**src/sv/horspool_substring_search_macros.svh**
```systemverilog
// assertion helpers for the substring search block
`ifndef HORSPOOL_SUBSTRING_SEARCH_MACROS_SVH
`define HORSPOOL_SUBSTRING_SEARCH_MACROS_SVH

// implication checked on every clock edge outside reset
`define HSS_ASSERT_IMP(label, ante, cons) \
    label: assert property (@(posedge clk) disable iff (!rst_n) (ante) |-> (cons)) \
        else $error("assertion failed");

// implication whose consequent is checked in the next cycle
`define HSS_ASSERT_NEXT(label, ante, cons) \
    label: assert property (@(posedge clk) disable iff (!rst_n) (ante) |=> (cons)) \
        else $error("assertion failed");

`endif

```
**src/sv/hss_pkg.sv**
```systemverilog
`timescale 1ns / 1ps
package hss_pkg;

    localparam int MaxData   = 4096;
    localparam int DataAw    = $clog2(MaxData);
    localparam int FillW     = DataAw + 1;
    localparam int Alphabet  = 256;

    localparam logic [1:0] MODE_FIND_EXACT = 2'd0;
    localparam logic [1:0] MODE_FIND_FOLD  = 2'd1;
    localparam logic [1:0] MODE_COUNT      = 2'd2;

    localparam logic REG_PATTERN_LEN = 1'b0;
    localparam logic REG_SEARCH_MODE = 1'b1;

    localparam logic MODE_PATTERN = 1'b0;
    localparam logic MODE_DATA    = 1'b1;

    // controller to datapath
    typedef struct packed {
        logic clear_skip;   // sweep step: write entry at sweep index with pattern_len
        logic load_skip;    // write skip entry for pattern byte at pattern index
        logic start_pos;    // pos <= 0, base <= 0, sweep <= 0, clear hit, first and count
        logic read_cmp;     // issue reads of data[pos+i] and pattern[i]
        logic read_tail;    // issue read of data[pos+m-1]
        logic read_skip;    // issue skip table read for the tail byte
        logic advance;      // pos += skip
        logic next_i;       // i++
        logic clear_i;      // i <= 0
        logic record_hit;   // count/first update, base += pos+m, pos <= 0
        logic finish;       // load result register
        logic restart;      // clear fill and overflow
    } hss_cmd_t;

    // datapath to controller
    typedef struct packed {
        logic sweep_done;
        logic build_done;
        logic pos_ok;       // pos <= len - m and m != 0
        logic byte_eq;
        logic i_last;       // i == m-1
        logic count_mode;
    } hss_stat_t;

    function automatic logic [7:0] lower_ascii(input logic [7:0] c);
        logic [7:0] r;
        r = c;
        if (c >= 8'h41 && c <= 8'h5a)
            r = c + 8'd32;
        return r;
    endfunction

endpackage

```
**src/sv/hss_control.sv**
```systemverilog
`timescale 1ns / 1ps
module hss_control (
    input  logic               clk,
    input  logic               rst_n,
    input  logic               in_valid,
    output logic               in_ready,
    input  logic               mode,
    input  logic               last_byte,
    output logic               out_valid,
    input  logic               out_ready,
    input  hss_pkg::hss_stat_t stat,
    output hss_pkg::hss_cmd_t  cmd
);

    typedef enum logic [3:0] {
        ST_IDLE, ST_SWEEP, ST_BRD, ST_BWR, ST_CRD, ST_CMP,
        ST_TRD, ST_SRD, ST_ADV, ST_CHK, ST_DONE, ST_OUT
    } state_t;

    state_t state_reg;
    logic   search_reg;     // table rebuild is followed by a search
    logic   take;

    assign in_ready = (state_reg == ST_IDLE) && !out_valid;
    assign take = in_valid && in_ready;

    // command decode
    always_comb
    begin
        cmd = '0;
        case (state_reg)
            ST_IDLE:  cmd.clear_i = 1'b1;
            ST_SWEEP: cmd.clear_skip = !stat.sweep_done;
            ST_BRD:   ;
            ST_BWR:   begin cmd.load_skip = 1'b1; cmd.next_i = 1'b1; end
            ST_CHK:   cmd.clear_i = 1'b1;
            ST_CRD:   cmd.read_cmp = 1'b1;
            ST_CMP:   cmd.next_i = stat.byte_eq && !stat.i_last;
            ST_TRD:   cmd.read_tail = 1'b1;
            ST_SRD:   cmd.read_skip = 1'b1;
            ST_ADV:   begin cmd.advance = 1'b1; cmd.clear_i = 1'b1; end
            ST_DONE:  begin cmd.finish = 1'b1; cmd.restart = 1'b1; end
            default:  ;
        endcase
        if (state_reg == ST_CMP && stat.byte_eq && stat.i_last)
            cmd.record_hit = 1'b1;
        if (take)
            cmd.start_pos = last_byte;
    end

    // sequencer
    always_ff @(posedge clk or negedge rst_n)
    begin
        if (!rst_n)
        begin
            state_reg  <= ST_IDLE;
            search_reg <= 1'b0;
            out_valid  <= 1'b0;
        end
        else
        begin
            if (out_valid && out_ready)
                out_valid <= 1'b0;
            case (state_reg)
                ST_IDLE:
                    if (take && last_byte)
                    begin
                        search_reg <= (mode == hss_pkg::MODE_DATA);
                        state_reg  <= ST_SWEEP;
                    end
                ST_SWEEP:
                    if (stat.sweep_done)
                        state_reg <= ST_BRD;
                // table entries are written for pattern bytes 0 .. len-2
                ST_BRD:   state_reg <= stat.build_done ? ST_CHK : ST_BWR;
                ST_BWR:   state_reg <= ST_BRD;
                ST_CHK:
                    if (!search_reg)
                        state_reg <= ST_IDLE;
                    else if (stat.pos_ok)
                        state_reg <= ST_CRD;
                    else
                        state_reg <= ST_DONE;
                ST_CRD:   state_reg <= ST_CMP;
                ST_CMP:
                    if (!stat.byte_eq)
                        state_reg <= ST_TRD;
                    else if (stat.i_last)
                        state_reg <= stat.count_mode ? ST_CHK : ST_DONE;
                    else
                        state_reg <= ST_CRD;
                ST_TRD:   state_reg <= ST_SRD;
                ST_SRD:   state_reg <= ST_ADV;
                ST_ADV:   state_reg <= ST_CHK;
                ST_DONE:
                begin
                    out_valid <= 1'b1;
                    state_reg <= ST_OUT;
                end
                ST_OUT:   state_reg <= ST_IDLE;
                default:  state_reg <= ST_IDLE;
            endcase
        end
    end

endmodule

```
**config.mk**
```make
export PLATFORM = sky130hd
export DESIGN_NAME = hss_control
export DESIGN_NICKNAME = d
export VERILOG_FILES = /design/src/sv/horspool_substring_search_macros.svh /design/src/sv/hss_pkg.sv /design/src/sv/hss_control.sv
export SDC_FILE = /design/constraint.sdc
export NUM_CORES = 1
export LEC_CHECK = 0
export ABC_CLOCK_PERIOD_IN_PS = 1600
export BUFFER_PORTS_ARGS = -buffer_cell sky130_fd_sc_hd__buf_2
export CAP_MARGIN = 25
export CORE_AREA = 5 5 42 44
export DETAILED_ROUTE_END_ITERATION = 6
export DIE_AREA = 0 0 47 49
export PLACE_DENSITY = 0.67
export SLEW_MARGIN = 20
export SYNTH_ARGS = -nofsm -noshare
export SYNTH_HDL_FRONTEND = slang
export SYNTH_SLANG_ARGS = --single-unit
export TNS_END_PERCENT = 20
```
**constraint.sdc**
```tcl
create_clock -name clk -period 1.6 [get_ports clk]
set_input_delay 0.24 -clock clk [delete_from_list [all_inputs] [get_ports clk]]
set_output_delay 0.24 -clock clk [all_outputs]
set_load 0.1 [all_outputs]
```
==> results of run 1 <==
layer usage:
metal | vias up | track usage | part of all wire
met4 | 0 | 0.0968 | 0.016
met3 | 4 | 0.0258 | 0.074
met1 | 283 | 0.213 | 0.40
li1 | 293 | - | -
met2 | 31 | 0.260 | 0.51
met5 | - | 0 | 0
final cells by class:
class	count	area (um2)	share of cell area
Clock buffer	3	22.5	0.0211
Timing Repair Buffer	37	429	0.402
Tap cell	16	20.0	0.0188
Inverter	4	15.0	0.0141
Multi-Input combinational cell	47	430	0.403
Sequential cell	6	150	0.141
Yosys cell counts, types with 2 or more instances:
| cell type | number | area (um2) |
|---|---|---|
| sky130_fd_sc_hd__inv_1 | 4 | 15.0 |
| sky130_fd_sc_hd__nand2b_1 | 5 | 31.3 |
| sky130_fd_sc_hd__o22ai_1 | 2 | 12.5 |
| sky130_fd_sc_hd__nor3_1 | 7 | 35.0 |
| sky130_fd_sc_hd__nand2_1 | 5 | 18.8 |
| sky130_fd_sc_hd__a21o_1 | 2 | 15.0 |
| sky130_fd_sc_hd__a21oi_1 | 8 | 40.0 |
| sky130_fd_sc_hd__nor2_1 | 5 | 18.8 |
| sky130_fd_sc_hd__dfrtp_1 | 6 | 150 |
| sky130_fd_sc_hd__a211oi_1 | 2 | 15.0 |
| sky130_fd_sc_hd__buf_4 | 2 | 15.0 |
worst register-to-register path: stages (launching register included):
cell and delay [ns]:
sky130_fd_sc_hd__dfrtp_1 0.40, sky130_fd_sc_hd__buf_4 0.19, sky130_fd_sc_hd__nand2b_4 0.19, sky130_fd_sc_hd__or3_1 0.31, sky130_fd_sc_hd__a21o_1 0.18, sky130_fd_sc_hd__a211oi_1 0.18
path summary, 6_finish.rpt:
| check | startpoint | end | slack (ns) | cells past startpoint |
|---|---|---|---|---|
| worst max-delay path | state_reg[2] | cmd[9] | -0.23 | 3 |
| worst min-delay path | out_ready | out_valid | 0.19 | 2 |
| worst max register to register | state_reg[1] | state_reg[1] | 0.06 | 5 |
| worst min register to register | search_reg | search_reg | 0.60 | 2 |
| max in group asynchronous | rst_n | out_valid | 1.09 | 2 |
| min in group asynchronous | rst_n | state_reg[3] | 0.36 | 2 |
kinds of logic after synthesis:
group	after synthesis	share of synthesized area
and+or+nand+nor	29	0.348
DFF	6	0.314
AOI/OAI and AO/OA	18	0.233
buffers and inverters	9	0.105
power breakdown:
group | switching (mW) | internal [mW] | leakage [nW] | total, mW
Combinational | 1.26 | 0.746 | 0.358 | 2.01
Sequential | 0.0546 | 0.211 | 0.0773 | 0.266
Clock | 0.0553 | 0.0849 | 0.0138 | 0.140
Total | 1.37 | 1.04 | 0.449 | 2.41
timing repair:
item | 4_1_cts | 5_1_grt
gates resized for setup | 9 | 0
hold endpoints to repair | 6 | 0
setup buffers | 2 | 0
hold buffers | 1 | 0
pin swaps | 3 | 3
setup endpoints to repair | 13 | 14
per-stage QoR:
stage	setup WS, ns	area, um2	power (mW)	hold WS, ns	std cells
floorplan	-0.552	593	1.56	-0.0556	62
global placement	0.0463	975	2.17	0.0676	107
detailed placement	0.00860	975	2.18	0.0718	107
CTS	-0.246	1070	2.42	0.190	113
global route	-0.291	1070	2.52	0.187	113
finish	-0.233	1070	2.41	0.193	113
==> Implementation_results.wiki, run 1 <==
{| class="wikitable"
! Metric !! Value
|-
| Global-route wire length before repair || between 2000 and 3000 um
|-
| Maximum clock frequency || around 0.55 GHz
|-
| Cell chain of the critical path || or4_4 > nor3_4 > buf_12
|-
| Final count of hold timing violations || 0
|-
| Pin count of the biggest net entering global routing || 12
|-
| Number of warnings printed during yosys synthesis || 0
|-
| DIE WIDTH || 47 um
|-
| Register area share after synthesis || 0.314
|-
| Result of the run || finished, violations left
|-
| Average instance area after synthesis || ~7.7 um2
|-
| Via count of the first global-routing pass || roughly 630
|-
| Worst Max-Slew Pin Slew || slightly below 0.5 ns
|-
| Most common cell after layout, fill and taps aside || sky130_fd_sc_hd__buf_12
|-
| Violations in the final reports || negative setup slack
|-
| Max rail drop VDD || 1.39 mV
|-
| Setup repair after global routing missed its margin || yes
|-
| Number of sinks driven by the clock tree || 6
|-
| Total number of H-tree levels || 1
|-
| Initial Util || 0.341
|-
| Number of input and output port buffers inserted || 25
|-
| Antenna-violating nets left || 0
|-
| Min Tclk post-route || about 1.8 ns
|-
| IO Count || 26
|-
| Critical-path maximum fanout || 3
|-
| Critical path's slowest cell || sky130_fd_sc_hd__or4_4
|-
| Required time worst endpoint || 1.36 ns
|-
| Utilization after layout || 0.762
|-
| Clock tree from TritonCTS || built
|-
| Netlist Area Pre-Place || 478 um2
|-
| Total clock buffers created by CTS || 3
|-
| Ant diodes || 0
|-
| Die area || 2300 um2
|-
| Post-synth net total || 74
|-
| Global Route Usage Sum || 0.169
|-
| Final Slew Violations || 0
|-
| Skew final || roughly 0.0029 ns
|-
| Crit Path Category || register to output pin
|-
| Layout overhead on the synthesized area || 123%
|-
| Overall routed net length || roughly 1700 um
|-
| Static Leakage || approximately 0.45 nW
|-
| Core area || ~1400 um2
|-
| Initial DRT Pass Iterations || 5
|-
| Number of antenna violations at the first check in global routing || 0
|-
| Share of synthesized registers carrying an async set or reset || 1.00
|-
| Placer congestion estimate || ~0.85
|-
| Max transition margin || 0.679
|-
| Worst-case clock buffer depth || 2
|-
| Cell family with most CP delay || simple AND/OR/NAND/NOR gates
|-
| Die outline height || ~49 um
|-
| Most used DFF post-synth || sky130_fd_sc_hd__dfrtp_1
|-
| Setup crit start kind || register
|-
| Final setup violation count || 13
|-
| Top library cells by usage in the layout, fill and taps aside || 14 x sky130_fd_sc_hd__buf_12, 12 x sky130_fd_sc_hd__buf_2, 9 x sky130_fd_sc_hd__buf_4
|-
| Standard-cell row count || 14
|-
| Type of the tightest min-delay check || input port to register
|-
| Via density || around 5.4
|-
| Total number of vias || approximately 610
|-
| Number of synthesized flops with an enable pin || 0
|-
| Clock Pin Slew Worst Setup and Hold Paths || around 0.050 ns
|-
| Worst path setup slack after routing || -0.233 ns
|-
| Part of the cycle the worst path needs || 1.15
|-
| Remaining Overflow, GRT || 0
|-
| Filler cell count in the final layout || between 90 and 100
|-
| Final net count || between 100 and 150
|-
| PwrDens || ~2300 nW/um2
|-
| Count of buffer and inverter cells on the critical path || 1
|-
| Count of different cell masters after synthesis || 25
|-
| Signal arrival time at the worst endpoint || between 1.5 and 2 ns
|-
| Average wire length per cell after detail routing || around 15 um
|-
| Post-Syn Instances || 62
|-
| Clock root buffer master || sky130_fd_sc_hd__clkbuf_4
|-
| Total DRC errors in the routed layout || 0
|-
| Kind of end point of the critical path || output pin
|-
| Estimated wirelength of the detail-placed design || about 1300 um
|-
| Number of flip-flops under the largest register name || 4
|-
| Share of final-layout standard cells stronger than drive strength 1 || 0.598
|-
| Clk_lat worst skew || between 0.2 and 0.25 ns
|-
| Max stage delay on crit path || around 0.56 ns
|-
| Number of design-rule violations left by the first detailed-router iteration || 2
|-
| Setup TNS || -1.43 ns
|-
| Max-Cap Viols || 0
|-
| #FFs+latches synth || 6
|}
No activity file was read; power rests on OpenSTA's default activity.
==> run 2, diff against run 1 <==
Settings changed: PLACE_DENSITY 0.67 to default, PLACE_DENSITY_LB_ADDON from default to 0.3.
==> run 2 against run 1 <==
Critical endpoint unchanged. Power up 1.9%. Critical path depth unchanged. The flow still finishes with violations (negative setup slack). Worst hold slack worse by 0.011 ns. Register-to-register slack worse by 0.07 ns. First-iteration DRC count rose to 3.5 times the previous value.
==> Implementation_results.wiki, run 2 (same netlist as run 1, synthesis figures left out) <==
{| class="wikitable"
! Metric !! Value
|-
| Result of the run || finished, violations left
|-
| Violations in the final reports || negative setup slack
|-
| Critical-path maximum fanout || 3 (unchanged)
|-
| Count of buffer and inverter cells on the critical path || 1 (unchanged)
|-
| Cell chain of the critical path || or4_4 > nor3_4 > buf_12
|-
| Reg2Reg Launch Point || state_reg[1]
|-
| Clock tree from TritonCTS || built
|-
| Pin count of the biggest net entering global routing || 9 (-3)
|-
| Core area || 1400 um2 (unchanged)
|-
| Placer congestion estimate || 0.863 (+1.1%)
|-
| Total DRC errors in the routed layout || 0 (unchanged)
|-
| Hold slack final || 0.182 ns (-0.0111 ns)
|-
| Average wire length per cell after detail routing || 16.1 um (+8.7%)
|-
| Max stage delay on crit path || 0.57 ns (about the same)
|-
| Cell family with most CP delay || simple AND/OR/NAND/NOR gates
|-
| Final setup violation count || 14 (+1)
|-
| PwrDens || 2260 nW/um2 (about the same)
|-
| Most common cell after layout, fill and taps aside || sky130_fd_sc_hd__buf_12
|-
| Max-Cap Viols || 0 (unchanged)
|-
| Critical path's slowest cell || sky130_fd_sc_hd__or4_4
|-
| Global Route Usage Sum || 0.194 (+0.0250)
|-
| Clk_lat worst skew || 0.25 ns (about the same)
|-
| Crit Path Category || register to output pin
|-
| DIE WIDTH || 47 um (unchanged)
|-
| Worst path setup slack after routing || -0.248 ns (-0.0150 ns)
|-
| Final Slew Violations || 0 (unchanged)
|-
| Static Leakage || 0.461 nW (+2.8%)
|-
| Final count of hold timing violations || 0 (unchanged)
|-
| Antenna-violating nets left || 0 (unchanged)
|-
| Initial DRT Pass Iterations || 5 (unchanged)
|-
| Die area || 2300 um2 (unchanged)
|-
| Total number of H-tree levels || 1 (unchanged)
|-
| Total clock buffers created by CTS || 3 (unchanged)
|-
| Via density || 5.22 (-3.4%)
|-
| Beginning of the critical path || state_reg[3]
|-
| Worst-case clock buffer depth || 2 (unchanged)
|-
| Global-route wire length before repair || 3120 um (+9.7%)
|-
| Layout overhead on the synthesized area || 127%
|-
| Estimated wirelength of the detail-placed design || 1450 um (+15%)
|-
| Die outline height || 49 um (unchanged)
|-
| FF-to-FF setup slack || -0.01 ns (-0.07 ns)
|-
| End point of the critical path || cmd[9]
|-
| Clock root buffer master || sky130_fd_sc_hd__clkbuf_4
|-
| Initial Util || 0.341 (unchanged)
|-
| Levels on crit path || 3 (unchanged)
|-
| Utilization after layout || 0.776 (+0.0143)
|-
| Number of antenna violations at the first check in global routing || 0 (unchanged)
|-
| Max rail drop VDD || 1.23 mV (-12%)
|-
| Number of cells on the worst reg-to-reg path || 5 (unchanged)
|-
| Type of the tightest min-delay check || input port to register
|-
| Number of input and output port buffers inserted || 25 (unchanged)
|-
| Min Tclk post-route || 1.85 ns (+0.0150 ns)
|-
| Standard-cell row count || 14 (unchanged)
|-
| Required time worst endpoint || 1.36 ns (about the same)
|-
| Total number of vias || 606 (-0.82%)
|-
| Maximum clock frequency || 0.541 GHz (-0.81%)
|-
| Part of the cycle the worst path needs || 1.16 (+0.00934)
|-
| Signal arrival time at the worst endpoint || 1.61 ns (+0.02 ns)
|-
| Remaining Overflow, GRT || 0 (unchanged)
|-
| Top library cells by usage in the layout, fill and taps aside || 13 x sky130_fd_sc_hd__buf_12, 12 x sky130_fd_sc_hd__buf_2, 11 x sky130_fd_sc_hd__buf_4
|-
| DP Cell Count || 110 (+2.8%)
|-
| End of the worst register-to-register path || state_reg[1]
|-
| IO Count || 26 (unchanged)
|-
| Max transition margin || 0.679 (about the same)
|-
| Final non-filler cell total || 116 (+2.7%)
|-
| Final net count || 114 (+2.7%)
|-
| Clock Pin Slew Worst Setup and Hold Paths || 0.04 ns (about the same)
|-
| Via count of the first global-routing pass || 637 (+1.6%)
|-
| Placement-stage worst setup slack || -0.00340 ns (-0.0120 ns)
|-
| Skew final || 0.00547 ns (+0.00259 ns)
|-
| Number of sinks driven by the clock tree || 6 (unchanged)
|-
| Ant diodes || 0 (unchanged)
|-
| Number of flip-flops under the largest register name || 4 (unchanged)
|-
| Setup repair after global routing missed its margin || yes
|-
| Overall routed net length || 1860 um (+12%)
|-
| Kind of end point of the critical path || output pin
|-
| Worst Max-Slew Pin Slew || 0.485 ns (+0.000676 ns)
|-
| Number of design-rule violations left by the first detailed-router iteration || 7 (+5)
|-
| Share of final-layout standard cells stronger than drive strength 1 || 0.630 (+0.0321)
|-
| Setup crit start kind || register
|}
## run 2: cell count changes in the layout (fill, tap and decap cells not counted), sizes merged
cell,change
buf,+3
## run 2: worst min-delay path by stage
stage	slack (ns)	endpoint	depth (start not counted)	startpoint
2_1_floorplan	-0.06	out_valid	0	rst_n
3_3_place_gp	0.06	search_reg	1	rst_n
3_5_place_dp	0.08	out_valid	1	rst_n
4_1_cts	0.17	out_valid	2	out_ready
5_1_grt	0.18	out_valid	2	out_ready
6_report	0.18	out_valid	2	out_ready
## run 2: metrics by stage
step | instance area [um2] | TNS (ns) | power (mW)
after floorplan | 593 | -5.69 | 1.56
after global placement | 985 | 0 | 2.16
after detailed placement | 985 | -0.00340 | 2.20
after CTS | 1070 | -1.88 | 2.44
after global routing | 1090 | -2.72 | 2.58
final | 1090 | -1.65 | 2.46
## run 2: report_power, final
group / internal (mW) / leakage (nW) / total [mW] / switching [mW]
Clock: 0.0853 / 0.0138 / 0.147 / 0.0615
Sequential: 0.211 / 0.0773 / 0.271 / 0.0598
Combinational: 0.755 / 0.370 / 2.04 / 1.29
## run 2: final cells by class
class	instances	area, um2
Inverter	4	17.5
Multi-Input combinational cell	47	430
Sequential cell	6	150
Timing Repair Buffer	40	447
Clock buffer	3	22.5
Fill cell	95	314
Tap cell	16	20.0
## run 2: what timing repair did
action / 4_1_cts / 5_1_grt
pin swaps: 5 / 1
buffers inserted: 2 / 0
resized for setup: 9 / 6
setup endpoints to repair: 13 / 15
hold endpoints to repair: 6 / 0
hold buffers: 1 / 0
## run 2: routing by layer
metal  part of all wire  up-vias  wire length [um]  track usage
li1                   -      299                 -            -
met3              0.064        6               119       0.0185
met1               0.37      275               692        0.227
met2               0.53       26               986        0.314
met4              0.035        0                65        0.129
met5                  0        -                 0            0
